## src/hdl/fir_pkg.sv

```systemverilog
// shared types and constants for the direct-form fir filter
// no dependencies; used by every module of the block
package fir_pkg;

    // default parameter values
    localparam int DEF_MAX_TAPS     = 16;
    localparam int DEF_SAMPLE_WIDTH = 16;

    // fixed field widths
    localparam int TAP_WIDTH       = 16;
    localparam int TAP_FRAC        = 15;
    localparam int TAP_INDEX_WIDTH = 4;
    localparam int TAP_COUNT_WIDTH = 5;
    localparam int CFG_IDX_WIDTH   = 2;
    localparam int CFG_DATA_WIDTH  = 5;

    // register indexes
    localparam logic [CFG_IDX_WIDTH-1:0] REG_TAP_COUNT     = 2'd0;
    localparam logic [CFG_IDX_WIDTH-1:0] REG_COMPLEX_INPUT = 2'd1;
    localparam logic [CFG_IDX_WIDTH-1:0] REG_KEEP_IMAG     = 2'd2;

    // item kinds carried in tuser
    localparam logic FUNC_SAMPLE = 1'b0;
    localparam logic FUNC_TAP    = 1'b1;

    // sequencer states
    typedef enum logic [1:0] {
        ST_IDLE,
        ST_MAC,
        ST_DRAIN,
        ST_ROUND
    } t_state;

    // control from the sequencer to the datapath
    typedef struct packed {
        logic load_sample;
        logic load_tap;
        logic rotate;
        logic mac_en;
        logic acc_clr;
        logic acc_add;
        logic out_load;
    } t_ctrl;

endpackage

```

## src/hdl/fir_tap_store.sv

```systemverilog
// sample window and tap table as rotating shift registers
// depends on fir_pkg
module fir_tap_store #(
    parameter int MAX_TAPS     = fir_pkg::DEF_MAX_TAPS,
    parameter int SAMPLE_WIDTH = fir_pkg::DEF_SAMPLE_WIDTH
) (
    input  logic                                   i_clk,
    input  logic                                   i_rst_n,
    input  fir_pkg::t_ctrl                         i_ctrl,
    input  logic signed [SAMPLE_WIDTH-1:0]         i_sample_re,
    input  logic signed [SAMPLE_WIDTH-1:0]         i_sample_im,
    input  logic [fir_pkg::TAP_INDEX_WIDTH-1:0]    i_tap_index,
    input  logic signed [fir_pkg::TAP_WIDTH-1:0]   i_tap_value,
    output logic signed [SAMPLE_WIDTH-1:0]         o_head_re,
    output logic signed [SAMPLE_WIDTH-1:0]         o_head_im,
    output logic signed [fir_pkg::TAP_WIDTH-1:0]   o_head_coef
);

    // entry 0 is the newest sample, the rest is the delay line
    logic signed [SAMPLE_WIDTH-1:0]       r_win_re [MAX_TAPS];
    logic signed [SAMPLE_WIDTH-1:0]       r_win_im [MAX_TAPS];
    logic signed [fir_pkg::TAP_WIDTH-1:0] r_coef   [MAX_TAPS];

    // window: shift in on a sample, rotate one place per mac step
    always_ff @(posedge i_clk) begin
        if (!i_rst_n) begin
            for (int i = 0; i < MAX_TAPS; i++) begin
                r_win_re[i] <= '0;
                r_win_im[i] <= '0;
            end
        end else if (i_ctrl.load_sample) begin
            r_win_re[0] <= i_sample_re;
            r_win_im[0] <= i_sample_im;
            for (int i = 1; i < MAX_TAPS; i++) begin
                r_win_re[i] <= r_win_re[i-1];
                r_win_im[i] <= r_win_im[i-1];
            end
        end else if (i_ctrl.rotate) begin
            for (int i = 0; i < MAX_TAPS - 1; i++) begin
                r_win_re[i] <= r_win_re[i+1];
                r_win_im[i] <= r_win_im[i+1];
            end
            r_win_re[MAX_TAPS-1] <= r_win_re[0];
            r_win_im[MAX_TAPS-1] <= r_win_im[0];
        end
    end

    // tap table: indexed write when idle, rotates with the window
    always_ff @(posedge i_clk) begin
        if (!i_rst_n) begin
            for (int i = 0; i < MAX_TAPS; i++) begin
                r_coef[i] <= '0;
            end
        end else if (i_ctrl.load_tap) begin
            for (int i = 0; i < MAX_TAPS; i++) begin
                if (int'(i_tap_index) == i) begin
                    r_coef[i] <= i_tap_value;
                end
            end
        end else if (i_ctrl.rotate) begin
            for (int i = 0; i < MAX_TAPS - 1; i++) begin
                r_coef[i] <= r_coef[i+1];
            end
            r_coef[MAX_TAPS-1] <= r_coef[0];
        end
    end

    assign o_head_re   = r_win_re[0];
    assign o_head_im   = r_win_im[0];
    assign o_head_coef = r_coef[0];

endmodule

```

## src/hdl/fir_mac.sv

```systemverilog
// shared multiply-accumulate unit with rounding, saturation and result register
// depends on fir_pkg
module fir_mac #(
    parameter int MAX_TAPS     = fir_pkg::DEF_MAX_TAPS,
    parameter int SAMPLE_WIDTH = fir_pkg::DEF_SAMPLE_WIDTH
) (
    input  logic                                 i_clk,
    input  fir_pkg::t_ctrl                       i_ctrl,
    input  logic                                 i_keep_imag,
    input  logic signed [SAMPLE_WIDTH-1:0]       i_head_re,
    input  logic signed [SAMPLE_WIDTH-1:0]       i_head_im,
    input  logic signed [fir_pkg::TAP_WIDTH-1:0] i_head_coef,
    output logic signed [SAMPLE_WIDTH-1:0]       o_out_re,
    output logic signed [SAMPLE_WIDTH-1:0]       o_out_im,
    output logic                                 o_sat
);

    localparam int CNT_W = (MAX_TAPS > 1) ? $clog2(MAX_TAPS) : 1;
    localparam int PW    = SAMPLE_WIDTH + fir_pkg::TAP_WIDTH;
    localparam int ACC_W = PW + CNT_W + 1;
    localparam int Q_W   = ACC_W - fir_pkg::TAP_FRAC;
    localparam logic signed [ACC_W-1:0] RND_HALF = ACC_W'(1 << (fir_pkg::TAP_FRAC - 1));
    localparam logic signed [Q_W-1:0]   SAT_HI   =
        Q_W'((64'sd1 <<< (SAMPLE_WIDTH - 1)) - 64'sd1);
    localparam logic signed [Q_W-1:0]   SAT_LO   = Q_W'(-(64'sd1 <<< (SAMPLE_WIDTH - 1)));

    logic signed [PW-1:0]    w_mul_re;
    logic signed [PW-1:0]    w_mul_im;
    logic signed [PW-1:0]    r_prod_re;
    logic signed [PW-1:0]    r_prod_im;
    logic signed [ACC_W-1:0] r_acc_re;
    logic signed [ACC_W-1:0] r_acc_im;
    logic [SAMPLE_WIDTH:0]   w_rs_re;
    logic [SAMPLE_WIDTH:0]   w_rs_im;
    logic signed [SAMPLE_WIDTH-1:0] r_out_re;
    logic signed [SAMPLE_WIDTH-1:0] r_out_im;
    logic                           r_sat;

    // round half up by the tap fraction, then clip; msb is the clip flag
    function automatic logic [SAMPLE_WIDTH:0] f_round_sat(input logic signed [ACC_W-1:0] acc);
        logic signed [ACC_W-1:0] sum;
        logic signed [ACC_W-1:0] shifted;
        logic signed [Q_W-1:0]   q;
        logic [SAMPLE_WIDTH:0]   res;
        sum     = acc + RND_HALF;
        shifted = sum >>> fir_pkg::TAP_FRAC;
        q       = $signed(shifted[Q_W-1:0]);
        if (q > SAT_HI) begin
            res = {1'b1, SAT_HI[SAMPLE_WIDTH-1:0]};
        end else if (q < SAT_LO) begin
            res = {1'b1, SAT_LO[SAMPLE_WIDTH-1:0]};
        end else begin
            res = {1'b0, q[SAMPLE_WIDTH-1:0]};
        end
        return res;
    endfunction

    assign w_mul_re = i_head_re * i_head_coef;
    assign w_mul_im = i_head_im * i_head_coef;

    // product register, zero for taps beyond the count in use
    always_ff @(posedge i_clk) begin
        if (i_ctrl.mac_en) begin
            r_prod_re <= w_mul_re;
            r_prod_im <= w_mul_im;
        end else begin
            r_prod_re <= '0;
            r_prod_im <= '0;
        end
    end

    // accumulator
    always_ff @(posedge i_clk) begin
        if (i_ctrl.acc_clr) begin
            r_acc_re <= '0;
            r_acc_im <= '0;
        end else if (i_ctrl.acc_add) begin
            r_acc_re <= r_acc_re + ACC_W'(r_prod_re);
            r_acc_im <= r_acc_im + ACC_W'(r_prod_im);
        end
    end

    assign w_rs_re = f_round_sat(r_acc_re);
    assign w_rs_im = f_round_sat(r_acc_im);

    // result register
    always_ff @(posedge i_clk) begin
        if (i_ctrl.out_load) begin
            r_out_re <= $signed(w_rs_re[SAMPLE_WIDTH-1:0]);
            r_out_im <= i_keep_imag ? $signed(w_rs_im[SAMPLE_WIDTH-1:0]) : '0;
            r_sat    <= w_rs_re[SAMPLE_WIDTH] | (i_keep_imag & w_rs_im[SAMPLE_WIDTH]);
        end
    end

    assign o_out_re = r_out_re;
    assign o_out_im = r_out_im;
    assign o_sat    = r_sat;

endmodule

```

## src/hdl/fir_ctrl.sv

```systemverilog
// sequencer: accepts items, steps the mac over every tap, hands over the result
// depends on fir_pkg
module fir_ctrl #(
    parameter int MAX_TAPS = fir_pkg::DEF_MAX_TAPS
) (
    input  logic                                i_clk,
    input  logic                                i_rst_n,
    input  logic                                i_in_valid,
    input  logic                                i_in_func,
    input  logic                                i_out_ready,
    input  logic [fir_pkg::TAP_COUNT_WIDTH-1:0] i_tap_count,
    output logic                                o_in_ready,
    output logic                                o_out_valid,
    output fir_pkg::t_ctrl                      o_ctrl
);

    localparam int CNT_W = (MAX_TAPS > 1) ? $clog2(MAX_TAPS) : 1;
    localparam int CMP_W = (CNT_W > fir_pkg::TAP_COUNT_WIDTH) ? CNT_W
                                                              : fir_pkg::TAP_COUNT_WIDTH;
    localparam logic [CNT_W-1:0] CNT_LAST = CNT_W'(MAX_TAPS - 1);

    fir_pkg::t_state r_state;
    fir_pkg::t_state n_state;
    logic [CNT_W-1:0] r_count;
    logic [CNT_W-1:0] n_count;
    logic             r_out_valid;
    logic             n_out_valid;
    logic             w_active;

    // a tap position takes part while it lies below the tap count
    assign w_active = CMP_W'(r_count) < CMP_W'(i_tap_count);

    always_ff @(posedge i_clk) begin
        if (!i_rst_n) begin
            r_state     <= fir_pkg::ST_IDLE;
            r_count     <= '0;
            r_out_valid <= 1'b0;
        end else begin
            r_state     <= n_state;
            r_count     <= n_count;
            r_out_valid <= n_out_valid;
        end
    end

    always_comb begin
        n_state     = r_state;
        n_count     = r_count;
        n_out_valid = r_out_valid && !i_out_ready;
        o_ctrl      = '0;
        o_in_ready  = 1'b0;
        unique case (r_state)
            fir_pkg::ST_IDLE: begin
                o_in_ready = 1'b1;
                if (i_in_valid) begin
                    if (i_in_func == fir_pkg::FUNC_TAP) begin
                        o_ctrl.load_tap = 1'b1;
                    end else begin
                        o_ctrl.load_sample = 1'b1;
                        o_ctrl.acc_clr     = 1'b1;
                        n_count            = '0;
                        n_state            = fir_pkg::ST_MAC;
                    end
                end
            end
            fir_pkg::ST_MAC: begin
                o_ctrl.rotate  = 1'b1;
                o_ctrl.mac_en  = w_active;
                o_ctrl.acc_add = (r_count != '0);
                if (r_count == CNT_LAST) begin
                    n_state = fir_pkg::ST_DRAIN;
                end else begin
                    n_count = r_count + 1'b1;
                end
            end
            fir_pkg::ST_DRAIN: begin
                o_ctrl.acc_add = 1'b1;
                n_state        = fir_pkg::ST_ROUND;
            end
            fir_pkg::ST_ROUND: begin
                // wait for any earlier result to leave the output register
                if (!r_out_valid || i_out_ready) begin
                    o_ctrl.out_load = 1'b1;
                    n_out_valid     = 1'b1;
                    n_state         = fir_pkg::ST_IDLE;
                end
            end
            default: begin
                n_state = fir_pkg::ST_IDLE;
            end
        endcase
    end

    assign o_out_valid = r_out_valid;

endmodule

```

## src/hdl/fir_filter_direct_form.sv

```systemverilog
// Direct-form FIR filter, one shared multiply-accumulate stepping over every tap position.
// A sample starts a pass: ST_MAC, as the single mac unit walks the rotating window and
// tap table, then ST_DRAIN and ST_ROUND, which waits for an earlier result to leave.
// No new sample is taken until the pass ends. A tap write gives no result.
// Reset (i_rst_n low, synchronous) zeroes config and control regs, delay line, tap table.
module fir_filter_direct_form #(
    parameter int MAX_TAPS     = fir_pkg::DEF_MAX_TAPS,
    parameter int SAMPLE_WIDTH = fir_pkg::DEF_SAMPLE_WIDTH
) (
    input  logic                                i_clk,
    input  logic                                i_rst_n,
    // configuration write port
    input  logic                                i_cfg_we,
    input  logic [fir_pkg::CFG_IDX_WIDTH-1:0]   i_cfg_idx,
    input  logic [fir_pkg::CFG_DATA_WIDTH-1:0]  i_cfg_data,
    // input stream
    input  logic                                i_s_axis_tvalid,
    output logic                                o_s_axis_tready,
    // tdata: sample_re, sample_im, tap_index, tap_value, zero fill
    input  logic [((2*SAMPLE_WIDTH+20+7)/8)*8-1:0] i_s_axis_tdata,
    // tuser: func
    input  logic                                i_s_axis_tuser,
    // output stream
    output logic                                o_m_axis_tvalid,
    input  logic                                i_m_axis_tready,
    // tdata: out_re, out_im, zero fill
    output logic [((2*SAMPLE_WIDTH+7)/8)*8-1:0] o_m_axis_tdata,
    // tuser: saturated
    output logic                                o_m_axis_tuser
);

    localparam int OUT_W = ((2*SAMPLE_WIDTH + 7) / 8) * 8;
    localparam int IX_LO = 2*SAMPLE_WIDTH;
    localparam int TV_LO = IX_LO + fir_pkg::TAP_INDEX_WIDTH;

    logic [fir_pkg::TAP_COUNT_WIDTH-1:0]  r_tap_count;
    logic                                 r_complex_input;
    logic                                 r_keep_imag;
    fir_pkg::t_ctrl                       w_ctrl;
    logic signed [SAMPLE_WIDTH-1:0]       w_sample_re;
    logic signed [SAMPLE_WIDTH-1:0]       w_sample_im;
    logic signed [SAMPLE_WIDTH-1:0]       w_head_re;
    logic signed [SAMPLE_WIDTH-1:0]       w_head_im;
    logic signed [fir_pkg::TAP_WIDTH-1:0] w_head_coef;
    logic signed [SAMPLE_WIDTH-1:0]       w_out_re;
    logic signed [SAMPLE_WIDTH-1:0]       w_out_im;
    logic                                 w_sat;

    // configuration registers
    always_ff @(posedge i_clk) begin
        if (!i_rst_n) begin
            r_tap_count     <= '0;
            r_complex_input <= 1'b0;
            r_keep_imag     <= 1'b0;
        end else if (i_cfg_we) begin
            unique case (i_cfg_idx)
                fir_pkg::REG_TAP_COUNT: begin
                    r_tap_count <= i_cfg_data[fir_pkg::TAP_COUNT_WIDTH-1:0];
                end
                fir_pkg::REG_COMPLEX_INPUT: begin
                    r_complex_input <= i_cfg_data[0];
                end
                fir_pkg::REG_KEEP_IMAG: begin
                    r_keep_imag <= i_cfg_data[0];
                end
                default: begin
                end
            endcase
        end
    end

    // unpack the input transfer; imaginary part is zero in real mode
    assign w_sample_re = $signed(i_s_axis_tdata[SAMPLE_WIDTH-1:0]);
    assign w_sample_im = r_complex_input ? $signed(i_s_axis_tdata[2*SAMPLE_WIDTH-1:SAMPLE_WIDTH])
                                         : '0;

    fir_ctrl #(
        .MAX_TAPS (MAX_TAPS)
    ) u_ctrl (
        .i_clk       (i_clk),
        .i_rst_n     (i_rst_n),
        .i_in_valid  (i_s_axis_tvalid),
        .i_in_func   (i_s_axis_tuser),
        .i_out_ready (i_m_axis_tready),
        .i_tap_count (r_tap_count),
        .o_in_ready  (o_s_axis_tready),
        .o_out_valid (o_m_axis_tvalid),
        .o_ctrl      (w_ctrl)
    );

    fir_tap_store #(
        .MAX_TAPS     (MAX_TAPS),
        .SAMPLE_WIDTH (SAMPLE_WIDTH)
    ) u_store (
        .i_clk       (i_clk),
        .i_rst_n     (i_rst_n),
        .i_ctrl      (w_ctrl),
        .i_sample_re (w_sample_re),
        .i_sample_im (w_sample_im),
        .i_tap_index (i_s_axis_tdata[TV_LO-1:IX_LO]),
        .i_tap_value ($signed(i_s_axis_tdata[TV_LO+fir_pkg::TAP_WIDTH-1:TV_LO])),
        .o_head_re   (w_head_re),
        .o_head_im   (w_head_im),
        .o_head_coef (w_head_coef)
    );

    fir_mac #(
        .MAX_TAPS     (MAX_TAPS),
        .SAMPLE_WIDTH (SAMPLE_WIDTH)
    ) u_mac (
        .i_clk       (i_clk),
        .i_ctrl      (w_ctrl),
        .i_keep_imag (r_keep_imag),
        .i_head_re   (w_head_re),
        .i_head_im   (w_head_im),
        .i_head_coef (w_head_coef),
        .o_out_re    (w_out_re),
        .o_out_im    (w_out_im),
        .o_sat       (w_sat)
    );

    // pack the output transfer
    assign o_m_axis_tdata = OUT_W'({w_out_im, w_out_re});
    assign o_m_axis_tuser = w_sat;

endmodule

```

## config.mk

```make
export PLATFORM = sky130hd
export DESIGN_NAME = fir_filter_direct_form
export DESIGN_NICKNAME = d
export VERILOG_FILES = /design/src/hdl/fir_pkg.sv /design/src/hdl/fir_tap_store.sv /design/src/hdl/fir_mac.sv /design/src/hdl/fir_ctrl.sv /design/src/hdl/fir_filter_direct_form.sv
export SDC_FILE = /design/constraint.sdc
export NUM_CORES = 2
export LEC_CHECK = 0
export BUFFER_PORTS_ARGS = -buffer_cell sky130_fd_sc_hd__buf_4
export CORE_MARGIN = 4
export CORE_UTILIZATION = 36
export CTS_BUF_LIST = sky130_fd_sc_hd__clkbuf_4
export CTS_CLUSTER_SIZE = 12
export DETAILED_ROUTE_END_ITERATION = 7
export SYNTH_ARGS = -nofsm -noshare
export SYNTH_HDL_FRONTEND = slang
export SYNTH_HIERARCHICAL = 1
export SYNTH_SLANG_ARGS = --single-unit
```

## constraint.sdc

```tcl
create_clock -name i_clk -period 11 [get_ports i_clk]
set_clock_uncertainty 0.2 [all_clocks]
set_input_delay 3.3 -clock i_clk [delete_from_list [all_inputs] [get_ports i_clk]]
set_output_delay 3.3 -clock i_clk [all_outputs]
set_load 0.005 [all_outputs]
```

Yosys cells after proc, flatten, opt, wreduce, memory -nomap -nowiden
Memories as Yosys holds them, arrays and structs flattened.
Cells that the tools add are included.
{"block": "word_totals", "register_bits": 185, "ramBits": 768, "input_bits": 69, "output_inout_bits": 35, "wordCells": 367, "memories": 3}
{"block": "op_classes", "n_addsub": 5, "mul": 2, "n_lt_le_gt_ge": 5, "n_eq_ne": 26, "muxes": 198, "n_bitwise": 99, "reduce_logical": 15}
{"name": "u_store.r_coef", "depth": 16, "width": 16, "rd": 16, "rd_clocked_by_memory_dff": 0, "wr": 16, "line": "fir_tap_store.sv:22", "text": "logic signed [fir_pkg::TAP_WIDTH-1:0] r_coef [MAX_TAPS];"}
{"name": "u_store.r_win_im", "depth": 16, "width": 16, "rd": 16, "rd_clocked_by_memory_dff": 0, "wr": 16, "line": "fir_tap_store.sv:21", "text": "logic signed [SAMPLE_WIDTH-1:0] r_win_im [MAX_TAPS];"}
{"name": "u_store.r_win_re", "depth": 16, "width": 16, "rd": 16, "rd_clocked_by_memory_dff": 0, "wr": 16, "line": "fir_tap_store.sv:20", "text": "logic signed [SAMPLE_WIDTH-1:0] r_win_re [MAX_TAPS];"}
{"op": "16-bit 2-to-1 mux", "n": 97}
{"op": "1-bit bitwise OR", "n": 97}
{"op": "1-bit 2-to-1 mux", "n": 84}
{"op": "37-bit by 16-bit adder with 37-bit output, second input constant", "n": 2}
{"op": "37-bit by 32-bit adder with 37-bit output", "n": 2}
{"op": "17-bit 2-to-1 mux", "n": 4}
{"op": "16-bit by 16-bit multiplier with 32-bit output", "n": 2}
{"op": "22-bit by 16-bit greater-than comparator with 1-bit output, second input constant", "n": 2}
{"op": "22-bit by 16-bit less-than comparator with 1-bit output, second input constant", "n": 2}
{"op": "4-bit equality test, second input constant", "n": 9}
{"op": "4-bit by 3-bit equality test with 1-bit output, second input constant", "n": 4}
{"op": "2-bit 2-to-1 mux", "n": 7}
{"op": "4-bit 2-to-1 mux", "n": 3}
{"op": "4-bit by 2-bit equality test with 1-bit output, second input constant", "n": 2}
{"op": "2-bit case mux with 4 select lines", "n": 1}
{"op": "4-bit case mux with 2 select lines", "n": 1}
{"op": "4-bit AND reduction", "n": 2}
{"op": "2-bit equality test, second input constant", "n": 3}
{"op": "2-bit != test, second input constant", "n": 3}
{"op": "2-bit AND reduction", "n": 3}
{"op": "4-bit by 5-bit less-than comparator with 1-bit output", "n": 1}
{"op": "4-bit by 1-bit adder with 4-bit output, second input constant", "n": 1}
{"op": "2-bit by 1-bit equality test with 1-bit output, second input constant", "n": 2}
{"op": "4-bit by 1-bit equality test with 1-bit output, second input constant", "n": 1}
{"op": "other kinds (12)", "n": 15}

Logic depth before layout (Yosys ltp)
{"block": "logic_depth", "depth_word": 8, "mapped_depth": 26, "depth_no_buf": 24}

Cells and area by module
The synthesis kept the hierarchy.
{"module": "fir_tap_store", "instances": 1, "cells_per_inst": 1837, "area_each_um2": 31625.3, "seq_area_each_um2": 23062.1}
{"module": "fir_mac", "instances": 1, "cells_per_inst": 3192, "area_each_um2": 29032.8, "seq_area_each_um2": 3753.6}
{"module": "fir_ctrl", "instances": 1, "cells_per_inst": 72, "area_each_um2": 600.6, "seq_area_each_um2": 140.1}
{"module": "fir_filter_direct_form", "instances": 1, "cells_per_inst": 47, "area_each_um2": 397.9, "seq_area_each_um2": 140.1}

Worst setup path after synthesis
No wires, ideal clock.
{"block": "synth_path", "path_kind": "input -> register", "start": "input i_s_axis_tuser", "end": "memory u_store/r_win_im[0][100] (netlist bit) (enable)", "setup_ps": 1765, "t_arrival_ps": 8089, "required_ps": 9035, "setup_slack_ps": 946, "stages": 7, "path_buffers": 3, "cell_sequence": "and3b_1 -> buf_4 -> inv_1 -> a21boi_2 -> buf_4 -> buf_2 -> nand2_1"}
{"item": "start, declared", "line": "fir_filter_direct_form.sv:22", "text": "input logic i_s_axis_tuser,"}
{"item": "end, declared", "line": "fir_tap_store.sv:21"}

==> flow_summary.yaml <==
outcome:
  status: "completed"
synth:
  yosysSeqAreaShare_pct: 43.9
  yosys-top-cells-area: "edfxtp_1 (39%), fa_1 (17%), a22o_1 (10%)"
  synthArstFlopShare_pct: 0
  synth_edf_count: 801
  syn-instance-count: 5148
  synth_flop_cell: "edfxtp_1"
  ys_ff_latch: 953
  synth.most_common_cell: "edfxtp_1"
  synth_common_cells: "edfxtp_1 (801), a22o_1 (737), inv_1 (615)"
  yosysWarningCount: 6
  ys_types: 98
  synth_area_mm2: 0.0617
  syn_nets: 5990
  syn_area_per_cell_um2: 12.0
  yosys.area.top_type: "edfxtp_1"
  yosysTopAreaCellShare_pct: 39.0
detailed_routing:
  ant_nets: 0
  via_per_inst: 5.23
  dr.pass1.iters: 7
  wirelength_mm: 140
  num_vias: 39593
  drc: 0
  wl_per_cell_um: 18.4
  drtIter0Drc: 2677
global_routing:
  grt-busiest-layer: "met2"
  antenna_found_initial: 4
  grt_pass1_wl_mm: 225
  use_met1_pct: 22.1
  global_route.usage.met3_pct: 3.25
  grt_pass1_vias: 40888
  overflow: 0
  grtUsageMet2_pct: 23.9
  grt_max_degree: 257
  grt.total_usage_pct: 15.5
worst_setup_path:
  required_ps: 11850
  crit_path_max_fanout: 15
  r2r_cells: 22
  critPathKind: "register to register"
  cp.arrival_ps: 8140
  r2r_start: "u_store/r_coef[0][15]"
  cp-end-kind: "register"
  reg2reg_to: "u_mac/r_prod_re[30]"
  regToRegSetupSlack_ps: 3720
  cp-start-kind: "register"
floorplan:
  io_pins: 104
  die_h_um: 422
  dieArea_mm2: 0.178
  placeableCoreArea_mm2: 0.170
  rows: 151
  die_x_um: 422
  start_util_pct: 36.3
timing:
  drv_slew: 0
  maxSlewHeadroom_pct: 19.7
  finalCriticalPeriod_ps: 7280
  finalSetupViolations: 0
  fmax_mhz: 137
  tns_ps: 0
  post-route-period-util_pct: 66.2
  rsz0062_at_grt: "no"
  final_hold_viol_count: 0
  worstMarginPinSlew_ps: 1200
  hold-worst-slack_ps: 256
placed_design:
  portBuffers: 99
  hpwl_mm: 89.8
  dpl_cell_area_mm2: 0.0638
  globalplace.congestion: 0.797
hold_path:
  hold_path_class: "register to register"
  min_from: "r_tap_count[1]"
  min_to: "r_tap_count[1]"
  holdPathStages: 2
finish:
  final_cell_area_mm2: 0.0668
  fin_nets: 6009
  area_growth_pct: 8.37
  drive_above_1_share_pct: 10.7
job:
  drv_cap: 0
cts:
  ctsResizeCount: 0
  cts_setup_buffers: 0
  cts_max_path_buffers: 3
  cts_max_level: 4
  clock_latency_ps: 1210
  cts_tree: "done"
  root_buffer: "clkbuf_4"
  cts_sinks: 953
  holdBufCountCts: 0
  clk_pin_slew_ps: 70
  cts_buffers: 238
layout by cell type, fill, tap and decap left out, types with 152 or more instances in the layout:
| master | instances |
|---|---|
| a22o_1 | 737 |
| nor2_1 | 206 |
| inv_1 | 615 |
| ha_1 | 247 |
| dfxtp_1 | 152 |
| fa_1 | 526 |
| and2_1 | 280 |
| edfxtp_1 | 801 |
| clkbuf_4 | 341 |
| nand2_1 | 325 |
registers in the layout (all words and copies together) (netlist names), 2 cells and up:
signal and count:
u_ctrl/r_count 4, u_mac/o_out_im 16, u_mac/r_prod_re 32, u_ctrl/r_state 2, u_mac/o_out_re 16, r_tap_count 5
u_mac/r_acc_re 37, u_store/r_win_im 256, u_mac/r_acc_im 37, u_mac/r_prod_im 32, u_store/r_coef 256, u_store/r_win_re 256
area by class of cell:
class                      instances  area, um2
fill                           16158     103000
clock buffer                     341       2560
antenna                           13       32.5
multi-input combinational       3211      30400
clock inverter                    75        413
tap                             2218       2780
inverter                         616       2310
timing repair buffer             147       1180
sequential                       953      27100
metrics by stage:
step	instances	utilization, %	setup slack [ps]
2_1_floorplan	5148	-	946
3_3_place_gp	7145	37.6	3710
3_5_place_dp	7145	37.6	3640
4_1_cts	7561	39.3	3690
5_1_grt	7572	39.3	3320
6_report	7574	39.3	3720
how the worst max path moves through the flow:
stage / from / to / cells after the start / slack, ps
global placement: i_s_axis_tuser / u_store/r_win_re[1][126] / 7 / 3710
CTS: u_store/r_coef[0][15] / u_mac/r_prod_re[30] / 22 / 3690
global route: u_store/r_coef[0][15] / u_mac/r_prod_re[30] / 22 / 3320
floorplan: i_s_axis_tuser / u_store/r_win_im[0][100] / 7 / 950
finish: u_store/r_coef[0][15] / u_mac/r_prod_re[30] / 22 / 3720
detailed placement: i_s_axis_tuser / u_store/r_win_re[1][38] / 7 / 3640
critical path: stages (launching register included):
cell      delay, ps
edfxtp_1        360
buf_4           220
inv_1           440
buf_4           420
nor2_1          110
fa_1            540
fa_1            420
fa_1            510
fa_1            440
fa_1            510
inv_1            50
fa_1            480
inv_1            40
ha_1            400
nand4_1         170
nor2_1          240
or4b_1          510
and4_1          210
o31ai_1         350
and3_1          230
o21ai_1          90
xor2_1          140
nor2_1           50
logic make-up after synthesis:
| family | count (synthesis) | synth area share, % |
|---|---|---|
| xor gates and xnor gates | 163 | 2.32 |
| DFF | 953 | 43.9 |
| and+or+nand+nor | 1025 | 8.42 |
| buffers and inverters | 984 | 6.83 |
| adders and majority gates | 773 | 22.1 |
| AOI/OAI and AO/OA | 1178 | 15.2 |
| muxes | 72 | 1.17 |
layer usage:
metal / share of wire, % / routed length [um]
met1: 47 / 66000
met2: 45 / 62800
met3: 5.5 / 7710
met4: 2.2 / 3030
met5: 0 / 0
Power is left out: the tool's default activity adds up to more than one toggle a clock period on the data nets, which glitch-free logic cannot reach.
